$ cat src/hdl/xoshiro256ss_random_generator_unit_defines.svh
// Assertion macros for the RTL of the random generator.
`ifndef XOSHIRO256SS_RANDOM_GENERATOR_UNIT_DEFINES_SVH
`define XOSHIRO256SS_RANDOM_GENERATOR_UNIT_DEFINES_SVH

// The consequent must hold in the same cycle as the antecedent.
`define XRNG_ASSERT_SAME(lbl, clk, rst, ante, cons) \
   lbl: assert property (@(posedge clk) disable iff (rst) (ante) |-> (cons)) \
      else $error("xrng check failed in the same cycle");

// The consequent must hold in the cycle after the antecedent.
`define XRNG_ASSERT_NEXT(lbl, clk, rst, ante, cons) \
   lbl: assert property (@(posedge clk) disable iff (rst) (ante) |=> (cons)) \
      else $error("xrng check failed in the next cycle");

`endif

$ cat src/hdl/xrng_pkg.sv
`default_nettype none

package xrng_pkg;

   localparam int unsigned WORD_W = 64;
   localparam int unsigned HALF_W = WORD_W / 2;
   localparam int unsigned STATE_WORDS = 4;
   localparam int unsigned IDX_W = $clog2(STATE_WORDS);

   localparam logic [WORD_W-1:0] GOLDEN_GAMMA = 64'h9E3779B97F4A7C15;
   localparam logic [WORD_W-1:0] MIX_MUL_A = 64'hBF58476D1CE4E5B9;
   localparam logic [WORD_W-1:0] MIX_MUL_B = 64'h94D049BB133111EB;

   localparam int unsigned MIX_SHIFT_A = 30;
   localparam int unsigned MIX_SHIFT_B = 27;
   localparam int unsigned MIX_SHIFT_C = 31;
   localparam int unsigned XS_SHIFT = 17;
   localparam int unsigned XS_ROT = 45;
   localparam int unsigned OUT_ROT = 7;

   typedef enum logic [1:0] {
      REQ_NEXT = 2'd0,
      REQ_SEED = 2'd1,
      REQ_SEED_DEFAULT = 2'd2
   } req_code_type;

   typedef enum logic [2:0] {
      ST_IDLE,
      ST_MIX_ADD,
      ST_MUL_A,
      ST_MUL_B,
      ST_NEXT_A,
      ST_NEXT_B
   } state_type;

   typedef struct packed {
      logic              start;
      logic [WORD_W-1:0] a;
      logic [WORD_W-1:0] b;
   } mul_req_type;

   typedef struct packed {
      logic              done;
      logic [WORD_W-1:0] product;
   } mul_rsp_type;

   function automatic logic [WORD_W-1:0] rot_left(input logic [WORD_W-1:0] v,
                                                  input int unsigned amt);
      logic [WORD_W-1:0] r;
      r = (v << amt) | (v >> (WORD_W - amt));
      return r;
   endfunction

endpackage

`default_nettype wire

$ cat src/hdl/xrng_if.sv
`default_nettype none

interface xrng_req_if;
   logic        valid;
   logic        ready;
   logic [1:0]  req_type;
   logic [63:0] seed_value;

   modport source (output valid, output req_type, output seed_value, input ready);
   modport sink (input valid, input req_type, input seed_value, output ready);
endinterface

interface xrng_rsp_if;
   logic        valid;
   logic        ready;
   logic [63:0] random_word;

   modport source (output valid, output random_word, input ready);
   modport sink (input valid, input random_word, output ready);
endinterface

interface xrng_csr_if;
   logic        valid;
   logic        ready;
   logic [63:0] data;

   modport source (output valid, output data, input ready);
   modport sink (input valid, input data, output ready);
endinterface

`default_nettype wire

$ cat src/hdl/xrng_mul.sv
`default_nettype none

module xrng_mul (
   input  wire logic                  clock,
   input  wire logic                  reset,
   input  wire xrng_pkg::mul_req_type req,
   output xrng_pkg::mul_rsp_type      rsp
);

   logic [xrng_pkg::WORD_W-1:0] a_ff, a_in;
   logic [xrng_pkg::WORD_W-1:0] b_ff, b_in;
   logic [xrng_pkg::WORD_W-1:0] prod_ff, prod_in;
   logic [xrng_pkg::WORD_W-1:0] acc_ff, acc_in;
   logic [1:0]                  step_ff, step_in;
   logic                        busy_ff, busy_in;
   logic                        done_ff, done_in;
   logic [xrng_pkg::HALF_W-1:0] op_a, op_b;

   // Low word of a 64 by 64 product from three 32 by 32 partial products.
   always_comb begin
      unique case (step_ff)
         2'd0: begin
            op_a = a_ff[xrng_pkg::HALF_W-1:0];
            op_b = b_ff[xrng_pkg::HALF_W-1:0];
         end
         2'd1: begin
            op_a = a_ff[xrng_pkg::HALF_W-1:0];
            op_b = b_ff[xrng_pkg::WORD_W-1:xrng_pkg::HALF_W];
         end
         2'd2: begin
            op_a = a_ff[xrng_pkg::WORD_W-1:xrng_pkg::HALF_W];
            op_b = b_ff[xrng_pkg::HALF_W-1:0];
         end
         default: begin
            op_a = '0;
            op_b = '0;
         end
      endcase
   end

   always_comb begin
      a_in = a_ff;
      b_in = b_ff;
      step_in = step_ff;
      busy_in = busy_ff;
      acc_in = acc_ff;
      prod_in = {{xrng_pkg::HALF_W{1'b0}}, op_a} * {{xrng_pkg::HALF_W{1'b0}}, op_b};
      done_in = busy_ff && (step_ff == 2'd3);
      if (req.start) begin
         a_in = req.a;
         b_in = req.b;
         step_in = 2'd0;
         busy_in = 1'b1;
      end else if (busy_ff) begin
         step_in = step_ff + 2'd1;
         if (step_ff == 2'd3) begin
            busy_in = 1'b0;
         end
      end
      if (busy_ff) begin
         priority if (step_ff == 2'd1) begin
            acc_in = prod_ff;
         end else if (step_ff != 2'd0) begin
            acc_in[xrng_pkg::WORD_W-1:xrng_pkg::HALF_W] =
               acc_ff[xrng_pkg::WORD_W-1:xrng_pkg::HALF_W] +
               prod_ff[xrng_pkg::HALF_W-1:0];
         end else begin
            acc_in = acc_ff;
         end
      end
   end

   always_ff @(posedge clock) begin
      a_ff <= a_in;
      b_ff <= b_in;
      prod_ff <= prod_in;
      acc_ff <= acc_in;
      step_ff <= step_in;
      if (reset) begin
         busy_ff <= 1'b0;
         done_ff <= 1'b0;
      end else begin
         busy_ff <= busy_in;
         done_ff <= done_in;
      end
   end

   assign rsp.done = done_ff;
   assign rsp.product = acc_ff;

endmodule

`default_nettype wire

$ cat src/hdl/xoshiro256ss_random_generator_unit.sv
// A next word moves through NEXT_A and NEXT_B to a registered result, NEXT_B waiting while an
// untaken word holds the output; a new request is taken only in idle. Seeding runs four
// splitmix64 steps through one shared 32x32 multiplier, one step per state word, so a seed request
// keeps the block busy, giving no result. An unseeded next word first seeds from the default seed.
// Synchronous active-high reset clears the seeded flag, the default seed and the handshakes.
`default_nettype none
`include "xoshiro256ss_random_generator_unit_defines.svh"

module xoshiro256ss_random_generator_unit (
   input wire logic    clock,
   input wire logic    reset,
   xrng_req_if.sink    req_port,
   xrng_rsp_if.source  rsp_port,
   xrng_csr_if.sink    csr_port
);

   typedef struct packed {
      logic req_ready;
      logic mix_add;
      logic wait_a;
      logic wait_b;
      logic next_a;
      logic next_b;
   } ctrl_type;

   xrng_pkg::state_type state_ff, state_in;
   ctrl_type            ctrl;

   logic [xrng_pkg::WORD_W-1:0] gen_state_ff [xrng_pkg::STATE_WORDS];
   logic [xrng_pkg::WORD_W-1:0] gen_state_in [xrng_pkg::STATE_WORDS];
   logic [xrng_pkg::WORD_W-1:0] default_seed_ff, default_seed_in;
   logic [xrng_pkg::WORD_W-1:0] walker_ff, walker_in;
   logic [xrng_pkg::WORD_W-1:0] tmp_ff, tmp_in;
   logic [xrng_pkg::WORD_W-1:0] word_ff, word_in;
   logic [xrng_pkg::IDX_W-1:0]  seed_idx_ff, seed_idx_in;
   logic                        seeded_ff, seeded_in;
   logic                        pend_next_ff, pend_next_in;
   logic                        rsp_valid_ff, rsp_valid_in;

   logic                        req_go, out_free, word_store, last_word, seed_load;
   logic [xrng_pkg::WORD_W-1:0] walker_sum, mix_z, mix_y, mix_out, seed_src;
   logic [xrng_pkg::WORD_W-1:0] t2, t3;

   xrng_pkg::mul_req_type mul_req;
   xrng_pkg::mul_rsp_type mul_rsp;

   xrng_mul u_mul (
      .clock (clock),
      .reset (reset),
      .req   (mul_req),
      .rsp   (mul_rsp)
   );

   assign req_go = req_port.valid && ctrl.req_ready;
   assign out_free = !rsp_valid_ff || rsp_port.ready;
   assign word_store = ctrl.wait_b && mul_rsp.done;
   assign last_word = (seed_idx_ff == xrng_pkg::IDX_W'(xrng_pkg::STATE_WORDS - 1));
   assign seed_load = req_go && (req_port.req_type == xrng_pkg::REQ_SEED
      || req_port.req_type == xrng_pkg::REQ_SEED_DEFAULT
      || (req_port.req_type == xrng_pkg::REQ_NEXT && !seeded_ff));
   assign seed_src = (req_port.req_type == xrng_pkg::REQ_SEED) ? req_port.seed_value
                                                              : default_seed_ff;

   // Next-state logic.
   always_comb begin
      state_in = state_ff;
      unique case (state_ff)
         xrng_pkg::ST_IDLE: begin
            if (req_go) begin
               unique case (req_port.req_type)
                  xrng_pkg::REQ_NEXT: begin
                     state_in = seeded_ff ? xrng_pkg::ST_NEXT_A : xrng_pkg::ST_MIX_ADD;
                  end
                  xrng_pkg::REQ_SEED, xrng_pkg::REQ_SEED_DEFAULT: begin
                     state_in = xrng_pkg::ST_MIX_ADD;
                  end
                  default: begin
                     state_in = xrng_pkg::ST_IDLE;
                  end
               endcase
            end
         end
         xrng_pkg::ST_MIX_ADD: begin
            state_in = xrng_pkg::ST_MUL_A;
         end
         xrng_pkg::ST_MUL_A: begin
            if (mul_rsp.done) begin
               state_in = xrng_pkg::ST_MUL_B;
            end
         end
         xrng_pkg::ST_MUL_B: begin
            if (mul_rsp.done) begin
               priority if (!last_word) begin
                  state_in = xrng_pkg::ST_MIX_ADD;
               end else if (pend_next_ff) begin
                  state_in = xrng_pkg::ST_NEXT_A;
               end else begin
                  state_in = xrng_pkg::ST_IDLE;
               end
            end
         end
         xrng_pkg::ST_NEXT_A: begin
            state_in = xrng_pkg::ST_NEXT_B;
         end
         xrng_pkg::ST_NEXT_B: begin
            if (out_free) begin
               state_in = xrng_pkg::ST_IDLE;
            end
         end
         default: begin
            state_in = xrng_pkg::ST_IDLE;
         end
      endcase
   end

   // Output decode.
   always_comb begin
      ctrl = '0;
      unique case (state_ff)
         xrng_pkg::ST_IDLE:    ctrl.req_ready = 1'b1;
         xrng_pkg::ST_MIX_ADD: ctrl.mix_add = 1'b1;
         xrng_pkg::ST_MUL_A:   ctrl.wait_a = 1'b1;
         xrng_pkg::ST_MUL_B:   ctrl.wait_b = 1'b1;
         xrng_pkg::ST_NEXT_A:  ctrl.next_a = 1'b1;
         xrng_pkg::ST_NEXT_B:  ctrl.next_b = 1'b1;
         default:              ctrl = '0;
      endcase
   end

   // Splitmix64 step, with the multiplies done by the shared unit.
   assign walker_sum = walker_ff + xrng_pkg::GOLDEN_GAMMA;
   assign mix_z = walker_sum ^ (walker_sum >> xrng_pkg::MIX_SHIFT_A);
   assign mix_y = mul_rsp.product ^ (mul_rsp.product >> xrng_pkg::MIX_SHIFT_B);
   assign mix_out = mul_rsp.product ^ (mul_rsp.product >> xrng_pkg::MIX_SHIFT_C);

   assign mul_req.start = ctrl.mix_add || (ctrl.wait_a && mul_rsp.done);
   assign mul_req.a = ctrl.mix_add ? mix_z : mix_y;
   assign mul_req.b = ctrl.mix_add ? xrng_pkg::MIX_MUL_A : xrng_pkg::MIX_MUL_B;

   assign t2 = gen_state_ff[2] ^ gen_state_ff[0];
   assign t3 = gen_state_ff[3] ^ gen_state_ff[1];

   always_comb begin
      gen_state_in = gen_state_ff;
      default_seed_in = default_seed_ff;
      walker_in = walker_ff;
      tmp_in = tmp_ff;
      word_in = word_ff;
      seed_idx_in = seed_idx_ff;
      seeded_in = seeded_ff;
      pend_next_in = pend_next_ff;
      rsp_valid_in = rsp_valid_ff && !rsp_port.ready;

      if (csr_port.valid) begin
         default_seed_in = csr_port.data;
      end
      if (seed_load) begin
         walker_in = seed_src;
         seed_idx_in = '0;
         pend_next_in = (req_port.req_type == xrng_pkg::REQ_NEXT);
      end else if (ctrl.mix_add) begin
         walker_in = walker_sum;
      end
      if (word_store) begin
         gen_state_in[seed_idx_ff] = mix_out;
         seed_idx_in = seed_idx_ff + 1'b1;
         if (last_word) begin
            seeded_in = 1'b1;
         end
      end
      if (ctrl.next_a) begin
         pend_next_in = 1'b0;
         tmp_in = xrng_pkg::rot_left(gen_state_ff[1] + (gen_state_ff[1] << 2),
                                     xrng_pkg::OUT_ROT);
      end
      if (ctrl.next_b && out_free) begin
         word_in = tmp_ff + (tmp_ff << 3);
         rsp_valid_in = 1'b1;
         gen_state_in[0] = gen_state_ff[0] ^ t3;
         gen_state_in[1] = gen_state_ff[1] ^ t2;
         gen_state_in[2] = t2 ^ (gen_state_ff[1] << xrng_pkg::XS_SHIFT);
         gen_state_in[3] = xrng_pkg::rot_left(t3, xrng_pkg::XS_ROT);
      end
   end

   always_ff @(posedge clock) begin
      gen_state_ff <= gen_state_in;
      walker_ff <= walker_in;
      tmp_ff <= tmp_in;
      word_ff <= word_in;
      if (reset) begin
         state_ff <= xrng_pkg::ST_IDLE;
         default_seed_ff <= '0;
         seed_idx_ff <= '0;
         seeded_ff <= 1'b0;
         pend_next_ff <= 1'b0;
         rsp_valid_ff <= 1'b0;
      end else begin
         state_ff <= state_in;
         default_seed_ff <= default_seed_in;
         seed_idx_ff <= seed_idx_in;
         seeded_ff <= seeded_in;
         pend_next_ff <= pend_next_in;
         rsp_valid_ff <= rsp_valid_in;
      end
   end

   assign req_port.ready = ctrl.req_ready;
   assign rsp_port.valid = rsp_valid_ff;
   assign rsp_port.random_word = word_ff;
   assign csr_port.ready = 1'b1;

   `XRNG_ASSERT_SAME(a_next_needs_seed, clock, reset,
      state_ff == xrng_pkg::ST_NEXT_A, seeded_ff)
   `XRNG_ASSERT_NEXT(a_word_sets_valid, clock, reset,
      state_ff == xrng_pkg::ST_NEXT_B && out_free, rsp_valid_ff)
   `XRNG_ASSERT_SAME(a_done_while_waiting, clock, reset,
      mul_rsp.done, state_ff == xrng_pkg::ST_MUL_A || state_ff == xrng_pkg::ST_MUL_B)
   `XRNG_ASSERT_SAME(a_idle_index_clear, clock, reset,
      state_ff == xrng_pkg::ST_IDLE, seed_idx_ff == '0)

endmodule

`default_nettype wire

$ cat src/flat_wrapper.sv
// flat-port wrapper written by rule: the top's interface ports become plain ports
module xoshiro256ss_random_generator_unit_flat 
  (clock, reset, req_port_valid, req_port_req_type, req_port_seed_value, req_port_ready, rsp_port_valid, rsp_port_random_word, rsp_port_ready, csr_port_valid, csr_port_data, csr_port_ready);
  xrng_req_if req_port_i ();
  xrng_rsp_if rsp_port_i ();
  xrng_csr_if csr_port_i ();
  input wire logic clock;
  input wire logic reset;
  input wire logic [$bits(req_port_i.valid)-1:0] req_port_valid;
  input wire logic [$bits(req_port_i.req_type)-1:0] req_port_req_type;
  input wire logic [$bits(req_port_i.seed_value)-1:0] req_port_seed_value;
  output wire logic [$bits(req_port_i.ready)-1:0] req_port_ready;
  output wire logic [$bits(rsp_port_i.valid)-1:0] rsp_port_valid;
  output wire logic [$bits(rsp_port_i.random_word)-1:0] rsp_port_random_word;
  input wire logic [$bits(rsp_port_i.ready)-1:0] rsp_port_ready;
  input wire logic [$bits(csr_port_i.valid)-1:0] csr_port_valid;
  input wire logic [$bits(csr_port_i.data)-1:0] csr_port_data;
  output wire logic [$bits(csr_port_i.ready)-1:0] csr_port_ready;
  assign req_port_i.valid = req_port_valid;
  assign req_port_i.req_type = req_port_req_type;
  assign req_port_i.seed_value = req_port_seed_value;
  assign req_port_ready = req_port_i.ready;
  assign rsp_port_valid = rsp_port_i.valid;
  assign rsp_port_random_word = rsp_port_i.random_word;
  assign rsp_port_i.ready = rsp_port_ready;
  assign csr_port_i.valid = csr_port_valid;
  assign csr_port_i.data = csr_port_data;
  assign csr_port_ready = csr_port_i.ready;
  xoshiro256ss_random_generator_unit u_core (.clock(clock), .reset(reset), .req_port(req_port_i), .rsp_port(rsp_port_i), .csr_port(csr_port_i));
endmodule
$ cat config.mk
export PLATFORM = sky130hd
export DESIGN_NAME = xoshiro256ss_random_generator_unit_flat
export DESIGN_NICKNAME = d
export VERILOG_FILES = /design/src/hdl/xrng_pkg.sv /design/src/hdl/xrng_if.sv /design/src/hdl/xrng_mul.sv /design/src/hdl/xoshiro256ss_random_generator_unit.sv /design/src/flat_wrapper.sv
export VERILOG_INCLUDE_DIRS = /design/src /design/src/hdl
export SDC_FILE = /design/constraint.sdc
export NUM_CORES = 2
export LEC_CHECK = 0
export BUFFER_PORTS_ARGS = -buffer_cell sky130_fd_sc_hd__buf_4
export CAP_MARGIN = 20
export CORE_ASPECT_RATIO = 0.6
export CORE_UTILIZATION = 25
export DETAILED_ROUTE_END_ITERATION = 16
export PLACE_DENSITY = 0.39
export RECOVER_POWER = 50
export SLEW_MARGIN = 5
export SYNTH_ARGS = -nofsm -noshare
export SYNTH_HDL_FRONTEND = slang
export SYNTH_SLANG_ARGS = --single-unit
$ cat constraint.sdc
create_clock -name clock -period 23.1 [get_ports clock]
set_input_delay 2.31 -clock clock [delete_from_list [all_inputs] [get_ports clock]]
set_output_delay 2.31 -clock clock [all_outputs]
set_load 0.02 [all_outputs]
## Yosys cells after proc, flatten, opt, wreduce, memory -nomap -nowiden

Index checks and enable logic that the tools add are counted.

- Magnitude comparators: 2
- Eq/ne operators: 15
- Add/sub/neg operators: 6
- Reduce and logical (&&, ||, !) cells: 32
- Multiply operators: 1
- Bitwise operators: 11
- Mux-type cells: 35

Operators by type and width:

| kind | count |
|---|---|
| two-way mux 256 bit | 2 |
| two-way mux 64 bit | 6 |
| XOR 64 bit | 5 |
| bitwise mux 256 bit | 1 |
| adder 64 bit | 2 |
| demux 64 bit (select 2 bit) | 1 |
| one-hot mux 32 bit (2 select lines) | 2 |
| adder 64 bit, second input constant | 1 |
| multiplier 32 x 32 -> 64 bit | 1 |
| bitwise OR 64 x 45 -> 64 bit | 1 |
| bitwise OR 64 x 7 -> 64 bit | 1 |
| XOR 64 x 33 -> 64 bit | 1 |
| XOR 64 x 34 -> 64 bit | 1 |
| XOR 64 x 37 -> 64 bit | 1 |
| two-way mux 62 bit | 1 |
| adder 32 bit | 1 |
| two-way mux 32 bit | 1 |
| two-way mux 3 bit | 7 |
| one-hot mux 3 bit (6 select lines) | 1 |
| two-way mux 1 bit | 10 |
| nonzero test 2 bit | 5 |
| logical AND 1 bit | 9 |
| equality test 2 bit, second input constant | 4 |
| OR reduction 2 bit | 4 |
| 18 further kinds | 33 |

- Output and inout port bits: 67
- Word-level logic and storage cells: 123
- Register bits: 780

## Longest topological paths before layout

- Word-level depth: 8
- Depth in mapped cells: 37

## Modules after synthesis

A second synthesis with hierarchy kept.

- Cell total of the unflattened synthesis: 8027
- Area total of the unflattened synthesis: 76281.9 um2

By module, submodules not included:

| module | times used | cells each | area each (um2) |
|---|---|---|---|
| xrng_mul | 1 | 4500 | 42434.4 |
| xoshiro256ss_random_generator_unit | 1 | 3527 | 33847.5 |

## Worst setup path after synthesis

Ideal clock, no wire load.

- Path type: register to register
- Start point: register u_core.u_mul.step_ff[0]
- End point: register u_core.u_mul.prod_ff[59] (netlist name)
- Slack: 13.691 ns
- Stages on the path, launching flop included: 34
- Arrival time: 9.283 ns
- Period minus slack after synthesis: 9.409 ns
- Path through: dfxtp_1 > ha_1 > clkbuf_1 > or2_2 > clkbuf_1 > clkbuf_1 > clkbuf_1 > buf_1 > a22oi_1 > nor2_1 > a21oi_1 > fa_1 > inv_1 > fa_1 > fa_1 > inv_1 > fa_1 > inv_1 > fa_1 > fa_1 > fa_1 > fa_1 > ha_1 > clkbuf_1 > nand2_1 > nor4_1 > nand3_1 > nor4_1 > o21ai_1 > a21oi_1 > o31ai_1 > o311ai_1 > a31oi_1 > xnor2_1

- Word-level cells in the longest chain between the ends: 4
- Elaborated cells on any way between the ends: 8

RTL lines:

| element | RTL line | source |
|---|---|---|
| from (decl) | xrng_mul.sv:14 | `logic [1:0] step_ff, step_in;` |
| from (signal assigned) | xrng_mul.sv:78 | `step_ff <= step_in;` |
| equality test 2 x 1 -> 1 bit, or another cell as far along | xrng_mul.sv:21 | `unique case (step_ff)` |
| OR reduction 2 bit (no line) | -- |  |
| one-hot mux 32 bit (2 select lines) | xrng_mul.sv:21 |  |
| multiplier 32 x 32 -> 64 bit (*) | xrng_mul.sv:47 | `prod_in = {{xrng_pkg::HALF_W{1'b0}}, op_a} * {{xrng_pkg::HALF_W{1'b0}}, op_b};` |
| via u_core.u_mul.prod_in (one bit) | xrng_mul.sv:12 | `logic [xrng_pkg::WORD_W-1:0] prod_ff, prod_in;` |
| to (signal assigned) | xrng_mul.sv:76 | `prod_ff <= prod_in;` |
| to (decl) | xrng_mul.sv:12 |  |

Mark *: on every way through the listed nets, which the timed path passes. The rest lies on a longest branch.
A chain may end at the register's enable or synchronous reset.

## Worst setup path in the final report

Same ends and word-level chain as after synthesis.

==> key figures <==
Finish
  – Non-filler cells, final: 11100
  – Layout cell share with drive strength beyond 1: 5.78%
  – Storage cell area: 0.0202 mm²
  – Filler Cells Inserted: 29700
  – Nets: 8748
  – Multi-input gate area: 0.0454 mm²
  – Synth-to-layout area growth: 11.4%

STA
  – Final Hold Vio Count: 0
  – Worst Tran Pin Value: 8.96 ns
  – Final setup TNS: 0 ns
  – Period utilization: 58.4%
  – Max-slew violations: 809
  – Post-layout minimum cycle time: 13.48 ns
  – Slew headroom: -497%
  – Final setup violation count: 0
  – Achievable clock frequency: 0.0742 GHz
  – RSZ-0062 raised after global routing: no
  – Clock skew: 0.0452 ns

GRT
  – Global-route wire length before repair: 432000 µm
  – Initial antenna violation count: 11
  – Global route total overflow: 0
  – GRT Total Usage: 21.4%
  – Number of global-route vias before repair: 53300
  – Largest net degree at the start of global routing: 223

Setup path
  – Worst Path Buf+Inv: 7
  – Worst stage delay on the critical path: 2.14 ns
  – Critical Path AT: 14.03 ns
  – FF-to-FF path depth: 31
  – CP Max Fanout: 69
  – Crit. End Element: register
  – Cell type of the slowest stage on the worst timing path: clkbuf_1
  – CP Depth: 31
  – CP top delay family: adder cells
  – WS Path Type: reg2reg
  – Startpoint types: register
  – CP dominant cell by count: fa_1
  – Critical Path RT: 23.65 ns

Synthesis
  – Synthesized area per cell: 9.75 µm²
  – Ys async rst share: 0%
  – Number of synthesized flops with an enable pin: 578
  – Cell count after synthesis: 7241
  – Seq/Total Area, Yosys: 28.6%
  – Post-synth cell types: 92
  – Syn Nets: 8696
  – Syn. warnings: 0
  – Commonest register cell after synthesis: edfxtp_1
  – Top cells by area, synth: edfxtp_1 25%, fa_1 23%, ha_1 9.1%
  – Synthesized cell area: 0.0706 mm²
  – Post-synth top area share: 24.6%
  – #FFs+latches synth: 718
  – Largest area contributor in the netlist: edfxtp_1

Die
  – Die area: 0.285 mm²
  – # IOs: 202
  – Die width: 688 µm
  – Core area: 0.280 mm²
  – Initial Utilization: 25.2%
  – Die Y: 414 µm
  – Rows: 150

Clock tree
  – Worst-Skew Late Latency: 0.69 ns
  – Clock Tree Root: clkbuf_16
  – CTS tree: yes
  – Post-CTS Setup Bufs: 0
  – Gates resized, CTS repair: 0
  – Clock buffer depth: 3
  – Hold buffers post-CTS: 0
  – TritonCTS Sinks: 718
  – Htree depth: 3
  – TritonCTS Buffers: 75
  – Clock transition at the registers of the reported paths: 0.08 ns

Routing
  – WL/cell: 28.0 µm
  – Final WL: 310000 µm
  – Vias per cell: 4.93
  – DR vias: 54600
  – Final ANT Viol Nets: 0
  – DRT Pass-1 Iters: 6
  – DRC errors left: 0
  – DRT iter0 DRCs: 6267

Place
  – Placed Instances: 10900
  – Placer congestion estimate: 0.942
  – DP HPWL: 258000 µm
  – Number of port buffers: 200

Worst hold path
  – Hold Path Depth: 0
  – HP Class: reg2reg

Run
  – Max-cap viol count: 12

Outcome
  – Violated checks: capacitance limit, slew limit
  – Status: complete, but fails checks
## final cells by class
type | count | area share, %
multi-input combinational | 5169 | 57.8
sequential | 718 | 25.6
tap | 3724 | 5.93
inverter | 1033 | 4.93
clock buffer | 89 | 2.52
timing repair buffer | 296 | 2.49
clock inverter | 48 | 0.730
antenna | 3 | 0.00955
## per-stage QoR
stage,cell area [µm²],setup WS [ns],hold slack [ns],util [%]
floorplan,70600,13.69,0.415,-
global placement,76400,11.30,0.456,27.3
detailed placement,76500,12.06,0.472,27.3
CTS,79000,12.00,0.488,28.3
global route,78600,8.96,0.498,28.1
finish,78600,9.62,0.480,28.1
## placed cells by master, fill, tap and decap left out, types with 47 or more instances in the layout
master,synthesis,layout
inv_1,1029,1029
fa_1,807,807
nand2_1,619,619
edfxtp_1,578,578
nor2_1,510,508
ha_1,513,508
o21ai_0,431,430
xnor2_1,368,368
a21oi_1,331,328
xor2_1,326,326
nand3_1,308,308
buf_4,2,214
a21o_1,141,141
dfxtp_1,140,140
clkbuf_1,266,87
nor2b_1,86,86
mux2i_1,83,83
clkbuf_16,0,76
a211oi_1,64,64
nand4_1,52,52
nor3_1,48,47
## path summary, 6_finish.rpt
kind	start	end	slack (ns)
setup reg to reg	u_core.u_mul.step_ff[0]	u_core.u_mul.prod_ff[59]	9.62
setup / recovery	u_core.u_mul.step_ff[0]	u_core.u_mul.prod_ff[59]	9.62
hold / removal	u_core.u_mul.prod_ff[9]	u_core.u_mul.acc_ff[9]	0.48
hold reg to reg	u_core.u_mul.prod_ff[9]	u_core.u_mul.acc_ff[9]	0.48
## flip-flops by register name, summed over array words and instances, names as in the netlist, 2 cells and up
register / count
u_core.seed_idx_ff: 2
u_core.gen_state_ff: 256
u_core.u_mul.prod_ff: 64
u_core.walker_ff: 64
u_core.default_seed_ff: 64
u_core.u_mul.acc_ff: 64
u_core.rsp_port.random_word: 64
u_core.u_mul.b_ff: 2
u_core.u_mul.a_ff: 64
u_core.u_mul.step_ff: 2
u_core.state_ff: 3
u_core.tmp_ff: 64
## synthesized netlist by cell type (12+ instances only)
master and number:
dfxtp_1 140, a22oi_1 33, clkbuf_1 266, nor2b_1 86, nor2_1 510, and2_1 25
a22o_1 14, o211ai_1 17, nand2b_1 40, o21ai_0 431, xnor2_1 368, nor3_1 48
edfxtp_1 578, o21bai_1 43, mux2i_1 83, buf_1 52, nand4_1 52, o21a_1 21
a211oi_1 64, xor2_1 326, or2_2 45, o31ai_1 12, nand2_1 619, a21o_1 141
nand3_1 308, fa_1 807, or3_1 14, a21oi_1 331, inv_1 1029, ha_1 513
a31oi_1 33, and3_1 31
## layer usage
metal  GRT usage [%]  share of wire (%)
met5               0              0.015
met1            37.6                 55
met4            1.92               0.99
met3            6.10                 10
met2            24.7                 33
## worst register-to-register path, delay by kind of cell (launching register included)
kind / cells / cell delay [ns]
XOR/XNOR: 1 / 0.17
adder cells (fa/ha/maj): 10 / 4.79
flip-flops: 1 / 0.48
buffers and inverters: 7 / 4.06
AO/OA/AOI/OAI: 5 / 1.53
AND/OR/NAND/NOR: 8 / 2.32
## cells by family (layout without fill, tap and decap cells)
logic type	Yosys count	in the layout	synth area share, %
AO/OA/AOI/OAI	1251	1251	10.8
XOR/XNOR	695	695	8.63
adder cells (fa/ha/maj)	1320	1320	32.0
buffers and inverters	1354	1466	7.21
flip-flops	718	718	28.6
multiplexers	86	86	1.22
other	1	4	0.00531
AND/OR/NAND/NOR	1816	1816	11.6
Power is left out: the tool's default activity adds up to more than one toggle a clock period on the data nets, which glitch-free logic cannot reach.
